==> src/rtl/core/snqs_pkg.sv <==
// Shared types, codes and constants of the note queue sequencer.
package snqs_pkg;

   localparam int CHANNELS_DEF    = 4;
   localparam int QUEUE_DEPTH_DEF = 8;

   localparam logic [3:0] CHAN_RESET = 4'd4;

   localparam logic [1:0] REQ_RESET  = 2'd0;
   localparam logic [1:0] REQ_QUEUE  = 2'd1;
   localparam logic [1:0] REQ_VOLUME = 2'd2;
   localparam logic [1:0] REQ_TICK   = 2'd3;

   localparam logic [1:0] KIND_ACK  = 2'd0;
   localparam logic [1:0] KIND_FULL = 2'd1;
   localparam logic [1:0] KIND_VOL  = 2'd2;

   localparam int FREQ_LOW  = 100;
   localparam int FREQ_WRAP = 1100;
   localparam int FREQ_HIGH = 1200;
   localparam int FREQ_MAX  = 4000;
   localparam int VOL_MAX   = 127;

   typedef struct packed {
      logic [6:0]  volume;
      logic [7:0]  sound_type;
      logic [15:0] time_cs;
      logic [15:0] slide;
      logic [15:0] frequency;
   } note_entry_type;

   typedef struct packed {
      logic       latch_req;
      logic       next_chan;
      logic       do_reset;
      logic       do_qwrite;
      logic       do_qread;
      logic       do_qload;
      logic       do_setvol;
      logic       div_start;
      logic       div_step;
      logic       div_end;
      logic       do_end;
      logic       do_fade;
      logic       do_slide;
      logic       emit;
      logic [1:0] emit_kind;
   } dp_cmd_type;

   typedef struct packed {
      logic       is_tick;
      logic [1:0] req_code;
      logic       chan_bad;
      logic       active;
      logic       fill_zero;
      logic       ticks_zero;
      logic       fade_nz;
      logic       slide_nz;
      logic       vol_direct;
      logic       chan_done;
      logic       out_free;
      logic       div_last;
   } dp_stat_type;

endpackage

==> src/rtl/core/snqs_if.sv <==
// Request and response channel interfaces of the note queue sequencer.
interface snqs_req_if;
   logic        valid;
   logic        ready;
   logic [1:0]  req_type;
   logic [2:0]  chan;
   logic [15:0] frequency;
   logic [15:0] slide;
   logic [15:0] time_cs;
   logic [7:0]  sound_type;
   logic [6:0]  volume;

   modport source (output valid, req_type, chan, frequency, slide, time_cs, sound_type,
                   volume, input ready);
   modport sink (input valid, req_type, chan, frequency, slide, time_cs, sound_type,
                 volume, output ready);
endinterface

interface snqs_rsp_if;
   logic        valid;
   logic        ready;
   logic [1:0]  kind;
   logic [2:0]  out_chan;
   logic [15:0] out_frequency;
   logic [7:0]  out_type;
   logic [6:0]  out_volume;
   logic        playing;
   logic        status;
   logic [4:0]  note_count;
   logic        last;

   modport source (output valid, kind, out_chan, out_frequency, out_type, out_volume,
                   playing, status, note_count, last, input ready);
   modport sink (input valid, kind, out_chan, out_frequency, out_type, out_volume,
                 playing, status, note_count, last, output ready);
endinterface

==> src/rtl/core/snqs_ctrl.sv <==
// Controller state machine: sequences requests, ticks and result emission.
module snqs_ctrl (
   input  logic                    clock,
   input  logic                    reset,
   input  logic                    req_valid,
   output logic                    req_ready,
   input  snqs_pkg::dp_stat_type   stat,
   output snqs_pkg::dp_cmd_type    cmd
);

   typedef enum logic [11:0] {
      ST_IDLE     = 12'b000000000001,
      ST_DECODE   = 12'b000000000010,
      ST_QWRITE   = 12'b000000000100,
      ST_QREAD    = 12'b000000001000,
      ST_QLOAD    = 12'b000000010000,
      ST_EMIT     = 12'b000000100000,
      ST_ACK      = 12'b000001000000,
      ST_DIV      = 12'b000010000000,
      ST_DIVEND   = 12'b000100000000,
      ST_TK_CHK   = 12'b001000000000,
      ST_TK_SLIDE = 12'b010000000000,
      ST_TK_NEXT  = 12'b100000000000
   } state_type;

   state_type  state_ff, state_in;
   state_type  ret_ff, ret_in;
   logic [1:0] kind_ff, kind_in;

   always_ff @(posedge clock) begin
      if (reset) begin
         state_ff <= ST_IDLE;
         ret_ff   <= ST_IDLE;
         kind_ff  <= snqs_pkg::KIND_ACK;
      end else begin
         state_ff <= state_in;
         ret_ff   <= ret_in;
         kind_ff  <= kind_in;
      end
   end

   assign req_ready = (state_ff == ST_IDLE);

   always_comb begin
      state_in      = state_ff;
      ret_in        = ret_ff;
      kind_in       = kind_ff;
      cmd           = '0;
      cmd.emit_kind = kind_ff;
      case (state_ff)
         ST_IDLE: begin
            if (req_valid) begin
               cmd.latch_req = 1'b1;
               state_in      = ST_DECODE;
            end
         end
         ST_DECODE: begin
            if (stat.is_tick) begin
               state_in = ST_TK_CHK;
            end else if (stat.chan_bad) begin
               state_in = ST_ACK;
            end else begin
               case (stat.req_code)
                  snqs_pkg::REQ_RESET: begin
                     cmd.do_reset = 1'b1;
                     kind_in      = snqs_pkg::KIND_FULL;
                     ret_in       = ST_ACK;
                     state_in     = ST_EMIT;
                  end
                  snqs_pkg::REQ_QUEUE: begin
                     state_in = ST_QWRITE;
                  end
                  snqs_pkg::REQ_VOLUME: begin
                     if (!stat.active) begin
                        state_in = ST_ACK;
                     end else if (stat.vol_direct) begin
                        cmd.do_setvol = 1'b1;
                        kind_in       = snqs_pkg::KIND_VOL;
                        ret_in        = ST_ACK;
                        state_in      = ST_EMIT;
                     end else begin
                        cmd.div_start = 1'b1;
                        state_in      = ST_DIV;
                     end
                  end
                  default: begin
                     state_in = ST_ACK;
                  end
               endcase
            end
         end
         ST_QWRITE: begin
            cmd.do_qwrite = 1'b1;
            state_in      = stat.active ? ST_ACK : ST_QREAD;
         end
         ST_QREAD: begin
            cmd.do_qread = 1'b1;
            state_in     = ST_QLOAD;
         end
         ST_QLOAD: begin
            cmd.do_qload = 1'b1;
            kind_in      = snqs_pkg::KIND_FULL;
            ret_in       = stat.is_tick ? ST_TK_NEXT : ST_ACK;
            state_in     = ST_EMIT;
         end
         ST_EMIT: begin
            if (stat.out_free) begin
               cmd.emit = 1'b1;
               state_in = ret_ff;
            end
         end
         ST_ACK: begin
            cmd.emit_kind = snqs_pkg::KIND_ACK;
            if (stat.out_free) begin
               cmd.emit = 1'b1;
               state_in = ST_IDLE;
            end
         end
         ST_DIV: begin
            cmd.div_step = 1'b1;
            if (stat.div_last) begin
               state_in = ST_DIVEND;
            end
         end
         ST_DIVEND: begin
            cmd.div_end = 1'b1;
            state_in    = ST_ACK;
         end
         ST_TK_CHK: begin
            if (stat.chan_done) begin
               state_in = ST_ACK;
            end else if (!stat.active) begin
               state_in = ST_TK_NEXT;
            end else if (stat.ticks_zero) begin
               cmd.do_end = 1'b1;
               if (stat.fill_zero) begin
                  kind_in  = snqs_pkg::KIND_FULL;
                  ret_in   = ST_TK_NEXT;
                  state_in = ST_EMIT;
               end else begin
                  state_in = ST_QREAD;
               end
            end else begin
               cmd.do_fade = 1'b1;
               if (stat.fade_nz) begin
                  kind_in  = snqs_pkg::KIND_VOL;
                  ret_in   = ST_TK_SLIDE;
                  state_in = ST_EMIT;
               end else begin
                  state_in = ST_TK_SLIDE;
               end
            end
         end
         ST_TK_SLIDE: begin
            if (stat.slide_nz) begin
               cmd.do_slide = 1'b1;
               kind_in      = snqs_pkg::KIND_FULL;
               ret_in       = ST_TK_NEXT;
               state_in     = ST_EMIT;
            end else begin
               state_in = ST_TK_NEXT;
            end
         end
         ST_TK_NEXT: begin
            cmd.next_chan = 1'b1;
            state_in      = ST_TK_CHK;
         end
         default: begin
            state_in = ST_IDLE;
         end
      endcase
   end

endmodule

==> src/rtl/core/snqs_dp.sv <==
// Datapath: channel state, note memory, ramp divider and response register.
module snqs_dp #(
   parameter int CHANNELS    = snqs_pkg::CHANNELS_DEF,
   parameter int QUEUE_DEPTH = snqs_pkg::QUEUE_DEPTH_DEF
) (
   input  logic                  clock,
   input  logic                  reset,
   input  logic                  csr_wr_en,
   input  logic [3:0]            csr_wr_data,
   input  logic [1:0]            req_type,
   input  logic [2:0]            req_chan,
   input  logic [15:0]           req_frequency,
   input  logic [15:0]           req_slide,
   input  logic [15:0]           req_time_cs,
   input  logic [7:0]            req_sound_type,
   input  logic [6:0]            req_volume,
   input  snqs_pkg::dp_cmd_type  cmd,
   output snqs_pkg::dp_stat_type stat,
   input  logic                  rsp_ready,
   output logic                  rsp_valid,
   output logic [1:0]            rsp_kind,
   output logic [2:0]            rsp_chan,
   output logic [15:0]           rsp_frequency,
   output logic [7:0]            rsp_type,
   output logic [6:0]            rsp_volume,
   output logic                  rsp_playing,
   output logic                  rsp_status,
   output logic [4:0]            rsp_note_count,
   output logic                  rsp_last
);

   localparam int CIW   = (CHANNELS > 1) ? $clog2(CHANNELS) : 1;
   localparam int QW    = (QUEUE_DEPTH > 1) ? $clog2(QUEUE_DEPTH) : 1;
   localparam int FW    = $clog2(QUEUE_DEPTH + 1);
   localparam int SW    = FW + 1;
   localparam int DEPTH = CHANNELS * QUEUE_DEPTH;
   localparam int AW    = (DEPTH > 1) ? $clog2(DEPTH) : 1;

   // configuration and latched request
   logic [3:0]  csr_ff;
   logic [1:0]  rq_type_ff;
   logic [2:0]  rq_chan_ff;
   logic [15:0] rq_freq_ff;
   logic [15:0] rq_slide_ff;
   logic [15:0] rq_time_ff;
   logic [7:0]  rq_styp_ff;
   logic [6:0]  rq_vol_ff;
   logic [3:0]  idx_ff;

   // per-channel state
   logic [QW-1:0]     head_ff   [CHANNELS];
   logic [FW-1:0]     fill_ff   [CHANNELS];
   logic              active_ff [CHANNELS];
   logic [14:0]       ticks_ff  [CHANNELS];
   logic [15:0]       freq_ff   [CHANNELS];
   logic [15:0]       slide_ff  [CHANNELS];
   logic [7:0]        type_ff   [CHANNELS];
   logic [6:0]        vol_ff    [CHANNELS];
   logic signed [7:0] step_ff   [CHANNELS];
   logic [6:0]        target_ff [CHANNELS];

   logic [QW-1:0]     head_in;
   logic [FW-1:0]     fill_in;
   logic              active_in;
   logic [14:0]       ticks_in;
   logic [15:0]       freq_in;
   logic [15:0]       slide_in;
   logic [7:0]        type_in;
   logic [6:0]        vol_in;
   logic signed [7:0] step_in;
   logic [6:0]        target_in;
   logic              chan_wr;

   // note memory
   snqs_pkg::note_entry_type mem [DEPTH];
   snqs_pkg::note_entry_type rd_ff;
   snqs_pkg::note_entry_type wr_entry;

   // divider
   logic [6:0] dq_ff, dq_in;
   logic [6:0] rem_ff, rem_in;
   logic [2:0] cnt_ff, cnt_in;
   logic       neg_ff, neg_in;

   // response register
   logic        rv_ff, rv_in;
   logic [1:0]  rk_ff;
   logic [2:0]  rc_ff;
   logic [15:0] rf_ff;
   logic [7:0]  rt_ff;
   logic [6:0]  rvol_ff;
   logic        rp_ff;
   logic        rs_ff;
   logic [4:0]  rn_ff;
   logic        rl_ff;

   logic [CIW-1:0]    cidx;
   logic [3:0]        n_chan;
   logic [QW-1:0]     cur_head;
   logic [FW-1:0]     cur_fill;
   logic              cur_active;
   logic [14:0]       cur_ticks;
   logic [15:0]       cur_freq;
   logic [15:0]       cur_slide;
   logic [7:0]        cur_type;
   logic [6:0]        cur_vol;
   logic signed [7:0] cur_step;
   logic [6:0]        cur_target;
   logic              fill_full;
   logic [SW-1:0]     slot_sum;
   logic [QW-1:0]     wslot;
   logic [QW-1:0]     head_inc;
   logic [AW-1:0]     wr_addr;
   logic [AW-1:0]     rd_addr;
   logic [15:0]       half_slide;
   logic [14:0]       rq_ticks;
   logic signed [9:0] fade_v;
   logic signed [9:0] fade_t;
   logic signed [9:0] fade_h;
   logic              fade_hit;
   logic [6:0]        fade_res;
   logic signed [17:0] sl_0;
   logic signed [17:0] sl_1;
   logic signed [17:0] sl_2;
   logic [15:0]       sl_res;
   logic [7:0]        rem_sh;
   logic              rem_ge;
   logic [6:0]        quo;
   logic signed [7:0] step_res;
   logic              ack_status;

   assign cidx       = idx_ff[CIW-1:0];
   assign n_chan     = (csr_ff > 4'(CHANNELS)) ? 4'(CHANNELS) : csr_ff;
   assign cur_head   = head_ff[cidx];
   assign cur_fill   = fill_ff[cidx];
   assign cur_active = active_ff[cidx];
   assign cur_ticks  = ticks_ff[cidx];
   assign cur_freq   = freq_ff[cidx];
   assign cur_slide  = slide_ff[cidx];
   assign cur_type   = type_ff[cidx];
   assign cur_vol    = vol_ff[cidx];
   assign cur_step   = step_ff[cidx];
   assign cur_target = target_ff[cidx];
   assign fill_full  = (cur_fill == FW'(QUEUE_DEPTH));
   assign rq_ticks   = rq_time_ff[15:1];

   assign slot_sum = SW'(cur_head) + SW'(cur_fill);
   assign wslot    = (slot_sum >= SW'(QUEUE_DEPTH)) ? QW'(slot_sum - SW'(QUEUE_DEPTH))
                                                    : QW'(slot_sum);
   assign head_inc = (cur_head == QW'(QUEUE_DEPTH - 1)) ? '0 : QW'(cur_head + 1'b1);
   assign wr_addr  = AW'(AW'(cidx) * AW'(QUEUE_DEPTH) + AW'(wslot));
   assign rd_addr  = AW'(AW'(cidx) * AW'(QUEUE_DEPTH) + AW'(cur_head));

   always_comb begin
      half_slide = {rq_slide_ff[15], rq_slide_ff[15:1]};
      if ((rq_slide_ff != 16'd0) && (half_slide == 16'd0)) begin
         half_slide = 16'd1;
      end
      wr_entry.frequency  = rq_freq_ff;
      wr_entry.slide      = half_slide;
      wr_entry.time_cs    = rq_time_ff;
      wr_entry.sound_type = rq_styp_ff;
      wr_entry.volume     = rq_vol_ff;
   end

   // linear fade
   always_comb begin
      fade_v   = $signed({3'b000, cur_vol}) + $signed({{2{cur_step[7]}}, cur_step});
      fade_t   = $signed({3'b000, cur_target});
      fade_hit = (!cur_step[7] && (fade_v >= fade_t)) || (cur_step[7] && (fade_v <= fade_t));
      fade_h   = fade_hit ? fade_t : fade_v;
      if (fade_h < 10'sd0) begin
         fade_res = 7'd0;
      end else if (fade_h > $signed(10'(snqs_pkg::VOL_MAX))) begin
         fade_res = 7'(snqs_pkg::VOL_MAX);
      end else begin
         fade_res = fade_h[6:0];
      end
   end

   // frequency slide with wrap
   always_comb begin
      sl_0 = $signed({2'b00, cur_freq}) + $signed({{2{cur_slide[15]}}, cur_slide});
      sl_1 = (sl_0 < $signed(18'(snqs_pkg::FREQ_LOW))) ?
             sl_0 + $signed(18'(snqs_pkg::FREQ_WRAP)) : sl_0;
      sl_2 = (sl_1 > $signed(18'(snqs_pkg::FREQ_HIGH))) ?
             sl_1 - $signed(18'(snqs_pkg::FREQ_WRAP)) : sl_1;
      if ((sl_2 > $signed(18'(snqs_pkg::FREQ_MAX))) || (sl_2 < 18'sd0)) begin
         sl_res = 16'd0;
      end else begin
         sl_res = sl_2[15:0];
      end
   end

   // restoring divider, one quotient bit per cycle
   assign rem_sh   = {rem_ff, dq_ff[6]};
   assign rem_ge   = ({8'd0, rem_sh} >= {1'b0, rq_ticks});
   assign quo      = (dq_ff == 7'd0) ? 7'd1 : dq_ff;
   assign step_res = neg_ff ? -$signed({1'b0, quo}) : $signed({1'b0, quo});

   always_comb begin
      dq_in  = dq_ff;
      rem_in = rem_ff;
      cnt_in = cnt_ff;
      neg_in = neg_ff;
      if (cmd.div_start) begin
         neg_in = (rq_vol_ff < cur_vol);
         dq_in  = (rq_vol_ff < cur_vol) ? 7'(cur_vol - rq_vol_ff) : 7'(rq_vol_ff - cur_vol);
         rem_in = 7'd0;
         cnt_in = 3'd6;
      end else if (cmd.div_step) begin
         rem_in = rem_ge ? 7'(rem_sh - rq_ticks[7:0]) : rem_sh[6:0];
         dq_in  = {dq_ff[5:0], rem_ge};
         cnt_in = 3'(cnt_ff - 1'b1);
      end
   end

   always_ff @(posedge clock) begin
      dq_ff  <= dq_in;
      rem_ff <= rem_in;
      cnt_ff <= cnt_in;
      neg_ff <= neg_in;
   end

   // selected channel update
   always_comb begin
      head_in   = cur_head;
      fill_in   = cur_fill;
      active_in = cur_active;
      ticks_in  = cur_ticks;
      freq_in   = cur_freq;
      slide_in  = cur_slide;
      type_in   = cur_type;
      vol_in    = cur_vol;
      step_in   = cur_step;
      target_in = cur_target;
      chan_wr   = cmd.do_reset | cmd.do_qwrite | cmd.do_qload | cmd.do_setvol |
                  cmd.div_end | cmd.do_end | cmd.do_fade | cmd.do_slide;
      if (cmd.do_reset) begin
         step_in   = '0;
         target_in = '0;
         active_in = 1'b0;
         ticks_in  = '0;
         fill_in   = '0;
         head_in   = '0;
      end
      if (cmd.do_qwrite && !fill_full) begin
         fill_in = FW'(cur_fill + 1'b1);
      end
      if (cmd.do_qload) begin
         freq_in   = rd_ff.frequency;
         slide_in  = rd_ff.slide;
         ticks_in  = rd_ff.time_cs[15:1];
         type_in   = rd_ff.sound_type;
         vol_in    = rd_ff.volume;
         step_in   = '0;
         active_in = 1'b1;
         head_in   = head_inc;
         fill_in   = FW'(cur_fill - 1'b1);
      end
      if (cmd.do_setvol) begin
         vol_in  = rq_vol_ff;
         step_in = '0;
      end
      if (cmd.div_end) begin
         target_in = rq_vol_ff;
         step_in   = step_res;
      end
      if (cmd.do_end) begin
         active_in = 1'b0;
         if ((cur_fill == '0) && (cur_freq > 16'(snqs_pkg::FREQ_MAX))) begin
            freq_in = 16'd0;
         end
      end
      if (cmd.do_fade) begin
         ticks_in = 15'(cur_ticks - 1'b1);
         if (cur_step != 8'sd0) begin
            vol_in = fade_res;
            if (fade_hit) begin
               step_in = '0;
            end
         end
      end
      if (cmd.do_slide) begin
         freq_in = sl_res;
      end
   end

   always_ff @(posedge clock) begin
      if (reset) begin
         for (int i = 0; i < CHANNELS; i++) begin
            head_ff[i]   <= '0;
            fill_ff[i]   <= '0;
            active_ff[i] <= 1'b0;
            ticks_ff[i]  <= '0;
            freq_ff[i]   <= '0;
            slide_ff[i]  <= '0;
            type_ff[i]   <= '0;
            vol_ff[i]    <= '0;
            step_ff[i]   <= '0;
            target_ff[i] <= '0;
         end
      end else if (chan_wr) begin
         head_ff[cidx]   <= head_in;
         fill_ff[cidx]   <= fill_in;
         active_ff[cidx] <= active_in;
         ticks_ff[cidx]  <= ticks_in;
         freq_ff[cidx]   <= freq_in;
         slide_ff[cidx]  <= slide_in;
         type_ff[cidx]   <= type_in;
         vol_ff[cidx]    <= vol_in;
         step_ff[cidx]   <= step_in;
         target_ff[cidx] <= target_in;
      end
   end

   always_ff @(posedge clock) begin
      if (cmd.do_qwrite && !fill_full) begin
         mem[wr_addr] <= wr_entry;
      end
      if (cmd.do_qread) begin
         rd_ff <= mem[rd_addr];
      end
   end

   always_ff @(posedge clock) begin
      if (reset) begin
         csr_ff <= snqs_pkg::CHAN_RESET;
         idx_ff <= '0;
      end else begin
         if (csr_wr_en) begin
            csr_ff <= csr_wr_data;
         end
         if (cmd.latch_req) begin
            idx_ff <= (req_type == snqs_pkg::REQ_TICK) ? 4'd0 : {1'b0, req_chan};
         end else if (cmd.next_chan) begin
            idx_ff <= 4'(idx_ff + 1'b1);
         end
      end
   end

   always_ff @(posedge clock) begin
      if (cmd.latch_req) begin
         rq_type_ff  <= req_type;
         rq_chan_ff  <= req_chan;
         rq_freq_ff  <= req_frequency;
         rq_slide_ff <= req_slide;
         rq_time_ff  <= req_time_cs;
         rq_styp_ff  <= req_sound_type;
         rq_vol_ff   <= req_volume;
      end
   end

   // response register
   assign ack_status = (rq_type_ff == snqs_pkg::REQ_VOLUME) && !cur_active;
   assign rv_in      = cmd.emit | (rv_ff & ~rsp_ready);

   always_ff @(posedge clock) begin
      if (reset) begin
         rv_ff <= 1'b0;
      end else begin
         rv_ff <= rv_in;
      end
   end

   always_ff @(posedge clock) begin
      if (cmd.emit) begin
         rk_ff <= cmd.emit_kind;
         if (cmd.emit_kind != snqs_pkg::KIND_ACK) begin
            rc_ff   <= idx_ff[2:0];
            rf_ff   <= cur_freq;
            rt_ff   <= cur_type;
            rvol_ff <= cur_vol;
            rp_ff   <= cur_active;
            rs_ff   <= 1'b0;
            rn_ff   <= 5'd0;
            rl_ff   <= 1'b0;
         end else if (rq_type_ff == snqs_pkg::REQ_TICK) begin
            rc_ff   <= 3'd0;
            rf_ff   <= 16'd0;
            rt_ff   <= 8'd0;
            rvol_ff <= 7'd0;
            rp_ff   <= 1'b0;
            rs_ff   <= 1'b0;
            rn_ff   <= 5'd0;
            rl_ff   <= 1'b1;
         end else if (stat.chan_bad) begin
            rc_ff   <= rq_chan_ff;
            rf_ff   <= 16'd0;
            rt_ff   <= 8'd0;
            rvol_ff <= 7'd0;
            rp_ff   <= 1'b0;
            rs_ff   <= 1'b1;
            rn_ff   <= 5'd0;
            rl_ff   <= 1'b1;
         end else begin
            rc_ff   <= rq_chan_ff;
            rf_ff   <= cur_freq;
            rt_ff   <= cur_type;
            rvol_ff <= cur_active ? cur_vol : 7'd0;
            rp_ff   <= cur_active;
            rs_ff   <= ack_status;
            rn_ff   <= 5'(cur_fill) + 5'(cur_active);
            rl_ff   <= 1'b1;
         end
      end
   end

   assign rsp_valid      = rv_ff;
   assign rsp_kind       = rk_ff;
   assign rsp_chan       = rc_ff;
   assign rsp_frequency  = rf_ff;
   assign rsp_type       = rt_ff;
   assign rsp_volume     = rvol_ff;
   assign rsp_playing    = rp_ff;
   assign rsp_status     = rs_ff;
   assign rsp_note_count = rn_ff;
   assign rsp_last       = rl_ff;

   assign stat.is_tick    = (rq_type_ff == snqs_pkg::REQ_TICK);
   assign stat.req_code   = rq_type_ff;
   assign stat.chan_bad   = ({1'b0, rq_chan_ff} >= n_chan);
   assign stat.active     = cur_active;
   assign stat.fill_zero  = (cur_fill == '0);
   assign stat.ticks_zero = (cur_ticks == '0);
   assign stat.fade_nz    = (cur_step != 8'sd0);
   assign stat.slide_nz   = (cur_slide != 16'd0);
   assign stat.vol_direct = (rq_ticks == 15'd0) || (rq_vol_ff == cur_vol);
   assign stat.chan_done  = (idx_ff >= n_chan);
   assign stat.out_free   = ~rv_ff | rsp_ready;
   assign stat.div_last   = (cnt_ff == 3'd0);

endmodule

==> src/rtl/core/sound_note_queue_sequencer_unit.sv <==
// Top level of the note queue sequencer: controller plus datapath.
// A request is taken only when the previous one has loaded its acknowledgement.
// Reset, queue and volume requests each end in an acknowledgement (volume ramp: the divider runs first).
// A tick visits each channel in use in turn, then ends in an acknowledgement.
// Every result waits in a one-deep output register; a stalled consumer stalls the FSM.
// Reset is synchronous: clears channel state, sets channels_in_use to 4, not note memory.
module sound_note_queue_sequencer_unit #(
   parameter int CHANNELS    = snqs_pkg::CHANNELS_DEF,
   parameter int QUEUE_DEPTH = snqs_pkg::QUEUE_DEPTH_DEF
) (
   input  logic        clock,
   input  logic        reset,
   snqs_req_if.sink    req_ch,
   snqs_rsp_if.source  rsp_ch,
   input  logic        csr_wr_en,
   input  logic [3:0]  csr_wr_data
);

   snqs_pkg::dp_cmd_type  cmd;
   snqs_pkg::dp_stat_type stat;

   snqs_ctrl u_ctrl (
      .clock     (clock),
      .reset     (reset),
      .req_valid (req_ch.valid),
      .req_ready (req_ch.ready),
      .stat      (stat),
      .cmd       (cmd)
   );

   snqs_dp #(
      .CHANNELS    (CHANNELS),
      .QUEUE_DEPTH (QUEUE_DEPTH)
   ) u_dp (
      .clock          (clock),
      .reset          (reset),
      .csr_wr_en      (csr_wr_en),
      .csr_wr_data    (csr_wr_data),
      .req_type       (req_ch.req_type),
      .req_chan       (req_ch.chan),
      .req_frequency  (req_ch.frequency),
      .req_slide      (req_ch.slide),
      .req_time_cs    (req_ch.time_cs),
      .req_sound_type (req_ch.sound_type),
      .req_volume     (req_ch.volume),
      .cmd            (cmd),
      .stat           (stat),
      .rsp_ready      (rsp_ch.ready),
      .rsp_valid      (rsp_ch.valid),
      .rsp_kind       (rsp_ch.kind),
      .rsp_chan       (rsp_ch.out_chan),
      .rsp_frequency  (rsp_ch.out_frequency),
      .rsp_type       (rsp_ch.out_type),
      .rsp_volume     (rsp_ch.out_volume),
      .rsp_playing    (rsp_ch.playing),
      .rsp_status     (rsp_ch.status),
      .rsp_note_count (rsp_ch.note_count),
      .rsp_last       (rsp_ch.last)
   );

endmodule

==> src/flat_wrapper.sv <==
// flat-port wrapper written by rule: the top's interface ports become plain ports
module sound_note_queue_sequencer_unit_flat 
#(
   parameter int CHANNELS    = snqs_pkg::CHANNELS_DEF,
   parameter int QUEUE_DEPTH = snqs_pkg::QUEUE_DEPTH_DEF
)
  (clock, reset, csr_wr_en, csr_wr_data, req_ch_valid, req_ch_req_type, req_ch_chan, req_ch_frequency, req_ch_slide, req_ch_time_cs, req_ch_sound_type, req_ch_volume, req_ch_ready, rsp_ch_valid, rsp_ch_kind, rsp_ch_out_chan, rsp_ch_out_frequency, rsp_ch_out_type, rsp_ch_out_volume, rsp_ch_playing, rsp_ch_status, rsp_ch_note_count, rsp_ch_last, rsp_ch_ready);
  snqs_req_if req_ch_i ();
  snqs_rsp_if rsp_ch_i ();
  input  logic clock;
  input  logic reset;
  input  logic csr_wr_en;
  input  logic [3:0] csr_wr_data;
  input wire logic [$bits(req_ch_i.valid)-1:0] req_ch_valid;
  input wire logic [$bits(req_ch_i.req_type)-1:0] req_ch_req_type;
  input wire logic [$bits(req_ch_i.chan)-1:0] req_ch_chan;
  input wire logic [$bits(req_ch_i.frequency)-1:0] req_ch_frequency;
  input wire logic [$bits(req_ch_i.slide)-1:0] req_ch_slide;
  input wire logic [$bits(req_ch_i.time_cs)-1:0] req_ch_time_cs;
  input wire logic [$bits(req_ch_i.sound_type)-1:0] req_ch_sound_type;
  input wire logic [$bits(req_ch_i.volume)-1:0] req_ch_volume;
  output wire logic [$bits(req_ch_i.ready)-1:0] req_ch_ready;
  output wire logic [$bits(rsp_ch_i.valid)-1:0] rsp_ch_valid;
  output wire logic [$bits(rsp_ch_i.kind)-1:0] rsp_ch_kind;
  output wire logic [$bits(rsp_ch_i.out_chan)-1:0] rsp_ch_out_chan;
  output wire logic [$bits(rsp_ch_i.out_frequency)-1:0] rsp_ch_out_frequency;
  output wire logic [$bits(rsp_ch_i.out_type)-1:0] rsp_ch_out_type;
  output wire logic [$bits(rsp_ch_i.out_volume)-1:0] rsp_ch_out_volume;
  output wire logic [$bits(rsp_ch_i.playing)-1:0] rsp_ch_playing;
  output wire logic [$bits(rsp_ch_i.status)-1:0] rsp_ch_status;
  output wire logic [$bits(rsp_ch_i.note_count)-1:0] rsp_ch_note_count;
  output wire logic [$bits(rsp_ch_i.last)-1:0] rsp_ch_last;
  input wire logic [$bits(rsp_ch_i.ready)-1:0] rsp_ch_ready;
  assign req_ch_i.valid = req_ch_valid;
  assign req_ch_i.req_type = req_ch_req_type;
  assign req_ch_i.chan = req_ch_chan;
  assign req_ch_i.frequency = req_ch_frequency;
  assign req_ch_i.slide = req_ch_slide;
  assign req_ch_i.time_cs = req_ch_time_cs;
  assign req_ch_i.sound_type = req_ch_sound_type;
  assign req_ch_i.volume = req_ch_volume;
  assign req_ch_ready = req_ch_i.ready;
  assign rsp_ch_valid = rsp_ch_i.valid;
  assign rsp_ch_kind = rsp_ch_i.kind;
  assign rsp_ch_out_chan = rsp_ch_i.out_chan;
  assign rsp_ch_out_frequency = rsp_ch_i.out_frequency;
  assign rsp_ch_out_type = rsp_ch_i.out_type;
  assign rsp_ch_out_volume = rsp_ch_i.out_volume;
  assign rsp_ch_playing = rsp_ch_i.playing;
  assign rsp_ch_status = rsp_ch_i.status;
  assign rsp_ch_note_count = rsp_ch_i.note_count;
  assign rsp_ch_last = rsp_ch_i.last;
  assign rsp_ch_i.ready = rsp_ch_ready;
  sound_note_queue_sequencer_unit #(.CHANNELS(CHANNELS), .QUEUE_DEPTH(QUEUE_DEPTH)) u_core (.clock(clock), .reset(reset), .req_ch(req_ch_i), .rsp_ch(rsp_ch_i), .csr_wr_en(csr_wr_en), .csr_wr_data(csr_wr_data));
endmodule
==> config.mk <==
export PLATFORM = sky130hd
export DESIGN_NAME = sound_note_queue_sequencer_unit_flat
export DESIGN_NICKNAME = d
export VERILOG_FILES = /design/src/rtl/core/snqs_pkg.sv /design/src/rtl/core/snqs_if.sv /design/src/rtl/core/snqs_ctrl.sv /design/src/rtl/core/snqs_dp.sv /design/src/rtl/core/sound_note_queue_sequencer_unit.sv /design/src/flat_wrapper.sv
export SDC_FILE = /design/constraint.sdc
export NUM_CORES = 2
export LEC_CHECK = 0
export BUFFER_PORTS_ARGS = -buffer_cell sky130_fd_sc_hd__buf_2
export CORE_ASPECT_RATIO = 1.75
export CORE_MARGIN = 2
export CORE_UTILIZATION = 36
export CTS_CLUSTER_DIAMETER = 200
export DETAILED_ROUTE_END_ITERATION = 6
export GPL_ROUTABILITY_DRIVEN = 0
export GPL_TIMING_DRIVEN = 0
export PLACE_DENSITY = 0.6
export SETUP_SLACK_MARGIN = 0.4
export SYNTH_ARGS = -nofsm -noshare
export SYNTH_HDL_FRONTEND = slang
export SYNTH_HIERARCHICAL = 1
export SYNTH_SLANG_ARGS = --single-unit
==> constraint.sdc <==
create_clock -name clock -period 22.1 [get_ports clock]
set_clock_uncertainty 0.1 [all_clocks]
set_input_delay 2.21 -clock clock [delete_from_list [all_inputs] [get_ports clock]]
set_output_delay 2.21 -clock clock [all_outputs]
set_load 0.01 [all_outputs]
==> results.cfg <==
[run_status]
status = complete, no violations

[setup_path]
arrival_ns = 13.43
rr_worst_depth = 25
rrSetupSlack_ns = 9.12
max_stage_delay_ns = 1.02
crit_path_end_kind = register
cp_common_cell = clkbuf_1
crit_path_start_kind = register
cp.required_ns = 22.55
crit_type = reg -> reg
r2r_end = u_core/u_dp/freq_ff[2][8]
crit_slowest_cell = buf_1
critical_path.max_fanout = 10

[global_routing]
busiest_layer = met2
grt_pass1_vias = 56270
grtUsageTotal_pct = 19.68
met1_usage_pct = 21.44
grt_max_degree = 50
grt_util_met3_pct = 2.465
antenna_found_initial = 18
use_met2_pct = 37.02
overflow = 0
grt_pass1_wl_mm = 408.8

[finish]
areaGrowthSynthToFinish_pct = 14.33
final_nets = 5908
drive_above_1_share_pct = 23.87

[clock_network]
cts_tree = done
cts.sinks = 2511
cts-root-buf = clkbuf_16
cts_buffer_depth = 4
path_clk_slew_ns = 0.07
cts_resized = 0
h-tree-depth = 4
cts_hold_buf = 0
cts_inserted_buffers = 218
post_cts_buffers = 0
clock_latency_ns = 0.89

[detailed_routing]
routed_wl_mm = 289.2
post-route-drc-count = 0
vias_per_cell = 5.540
wire_per_inst_um = 29.79
drt_iter0_drc = 5508
drt.antenna.violating_nets = 0
first_pass_iters = 6
routed-via-count = 53780

[yosys]
seq_area_frac_synth_pct = 73.04
synth_fp_nets = 5470
synth_area_mm2 = 0.1027
netlist_top_cells_area = edfxtp_1 72%, mux4_2 15%, nor2_1 1.4%, nand2_1 1.2%, ha_1 0.93%
ys_warn_count = 6
syn_area_per_cell_um2 = 19.34
synth_ff_type = edfxtp_1
ys_async_sr_fraction_pct = 0
synth_top_area_cell = edfxtp_1
synth_top_area_share_pct = 72.28
synth_edf_count = 2472
synth.distinct_cells = 107
ys_ff_latch = 2511
syn_inst = 5311

[place]
portBuffers = 120
dp_hpwl_mm = 197.9

[floorplanning]
row_count = 259
fp.dieH_um = 710.5
coreArea_mm2 = 0.2842
die_w_um = 407.7
dieArea_mm2 = 0.2897
num_io_pins = 123
start_util_pct = 36.13

[sta]
worst_pin_slew_ns = 1.469
period_minus_slack_ns = 12.98
hold_viol = 0
timing.slew.headroom_pct = 2.051
setup_violations = 0
period_share_pct = 58.72
finalSetupTns_ns = 0
timing.fmax_mhz = 77.06
rsz0062_at_grt = false
report.final.slew_viol_count = 0

[power]
power_leakage_nw = 36.98
ir_worst_vdd_mv = 0.06793
cellPowerDensity_mw_per_mm2 = 89.91
report.power.total_mw = 10.56

[job]
cap_violations = 0

[worst_hold_path]
hold_path.class = reg -> reg
hold_depth = 1
min_to = u_core/u_ctrl/ret_ff[0]
worstHoldStart = u_core/u_ctrl/ret_ff[0]
## Yosys cell counts (39+ instances only)
master	instances
edfxtp_1	2472
mux4_2	695
nor2_1	394
nand2_1	339
clkbuf_1	206
inv_1	135
a21oi_1	84
ha_1	76
o21ai_0	54
xnor2_1	53
nand3_1	48
buf_1	46
mux2_2	46
and2_1	44
nor3_1	43
dfxtp_1	39
## critical path, delay by kind of cell, from the launching register on
| family | cells | cell delay [ns] |
|---|---|---|
| compound gates | 7 | 2.22 |
| xor+xnor | 2 | 0.58 |
| fa+ha+maj | 3 | 1.20 |
| buf+inv | 6 | 5.10 |
| flops | 1 | 0.44 |
| mux | 2 | 0.85 |
| simple gates | 5 | 2.10 |
## power by group
part | internal (mW) | switching, mW
logic | 0.476 | 0.785
clock network | 2.12 | 1.73
registers | 5.34 | 0.0960
total | 7.94 | 2.62
## registers in the layout (all words and copies together), names as in the netlist, 12 cells and up, named ones only
| name | flops |
|---|---|
| u_core/u_ctrl/state_ff | 12 |
| u_core/u_dp/fill_ff | 16 |
| u_core/u_dp/freq_ff | 64 |
| u_core/u_dp/head_ff | 12 |
| u_core/u_dp/mem | 1952 |
| u_core/u_dp/rd_ff | 61 |
| u_core/u_dp/rq_freq_ff | 16 |
| u_core/u_dp/rq_slide_ff | 16 |
| u_core/u_dp/rq_time_ff | 15 |
| u_core/u_dp/rsp_frequency | 16 |
| u_core/u_dp/slide_ff | 64 |
| u_core/u_dp/step_ff | 32 |
| u_core/u_dp/target_ff | 28 |
| u_core/u_dp/ticks_ff | 60 |
| u_core/u_dp/type_ff | 32 |
| u_core/u_dp/vol_ff | 28 |
## routing by layer
layer	vias up	wire length (µm)
li1	22390	-
met3	624	15570
met4	12	17240
met2	2128	157400
met5	-	70
met1	28630	98940
## cell type report
type	count	area, µm²
multi-input cells	2383	26320
well taps	3784	4735
flip-flops and latches	2511	75010
inverters	136	510.5
fillers	24870	166800
diodes	6	15.01
repair buffers	218	2685
plain buffers	281	1131
clock inverters	118	1240
clock buffers	272	5772
## how the worst max path moves through the flow
stage / slack (ns) / from / cells after the start / to
2_1_floorplan: 13.55 / register / 26 / u_core/u_dp/freq_ff[0][0]
3_3_place_gp: 7.25 / register / 10 / u_core/u_dp/mem[12][36]
3_5_place_dp: 9.39 / register / 25 / u_core/u_dp/freq_ff[1][8]
4_1_cts: 9.38 / register / 25 / u_core/u_dp/freq_ff[1][8]
5_1_grt: 8.76 / register / 25 / u_core/u_dp/freq_ff[0][8]
6_report: 9.12 / register / 25 / u_core/u_dp/freq_ff[2][8]
## placed cells by master, fill, tap and decap left out, types with 53 or more instances in the layout
| cell type | n |
|---|---|
| ha_1 | 76 |
| a21oi_1 | 84 |
| mux4_2 | 695 |
| o21ai_0 | 54 |
| buf_2 | 145 |
| edfxtp_1 | 2472 |
| clkbuf_16 | 221 |
| nand2_1 | 339 |
| buf_12 | 74 |
| inv_1 | 135 |
| xnor2_1 | 53 |
| clkbuf_1 | 237 |
| nor2_1 | 369 |
## kinds of logic (layout without fill, tap and decap cells)
logic type      count (synthesis)  in the layout  share of synthesized area (%)
flops                        2511           2511                          73.04
simple gates                 1067           1067                          4.861
mux                           774            774                          16.08
buf+inv                       417           1025                          1.579
compound gates                378            378                          2.691
fa+ha+maj                      82             82                          1.043
xor+xnor                       81             81                         0.6981
other cells                     1              7                       0.003652
## through the flow
stage / utilization [%] / area, µm² / worst slack [ns] / hold slack, ns / instances
after floorplan: - / 102700 / 13.55 / 0.3263 / 5311
after global placement: 38.01 / 108000 / 7.246 / 0.3394 / 9215
after detailed placement: 38.80 / 110300 / 9.392 / 0.3449 / 9308
after CTS: 41.27 / 117300 / 9.377 / 0.3616 / 9698
after global routing: 41.31 / 117400 / 8.765 / 0.3927 / 9704
final: 41.31 / 117400 / 9.123 / 0.3619 / 9709
(Power assumes the default switching activity.)
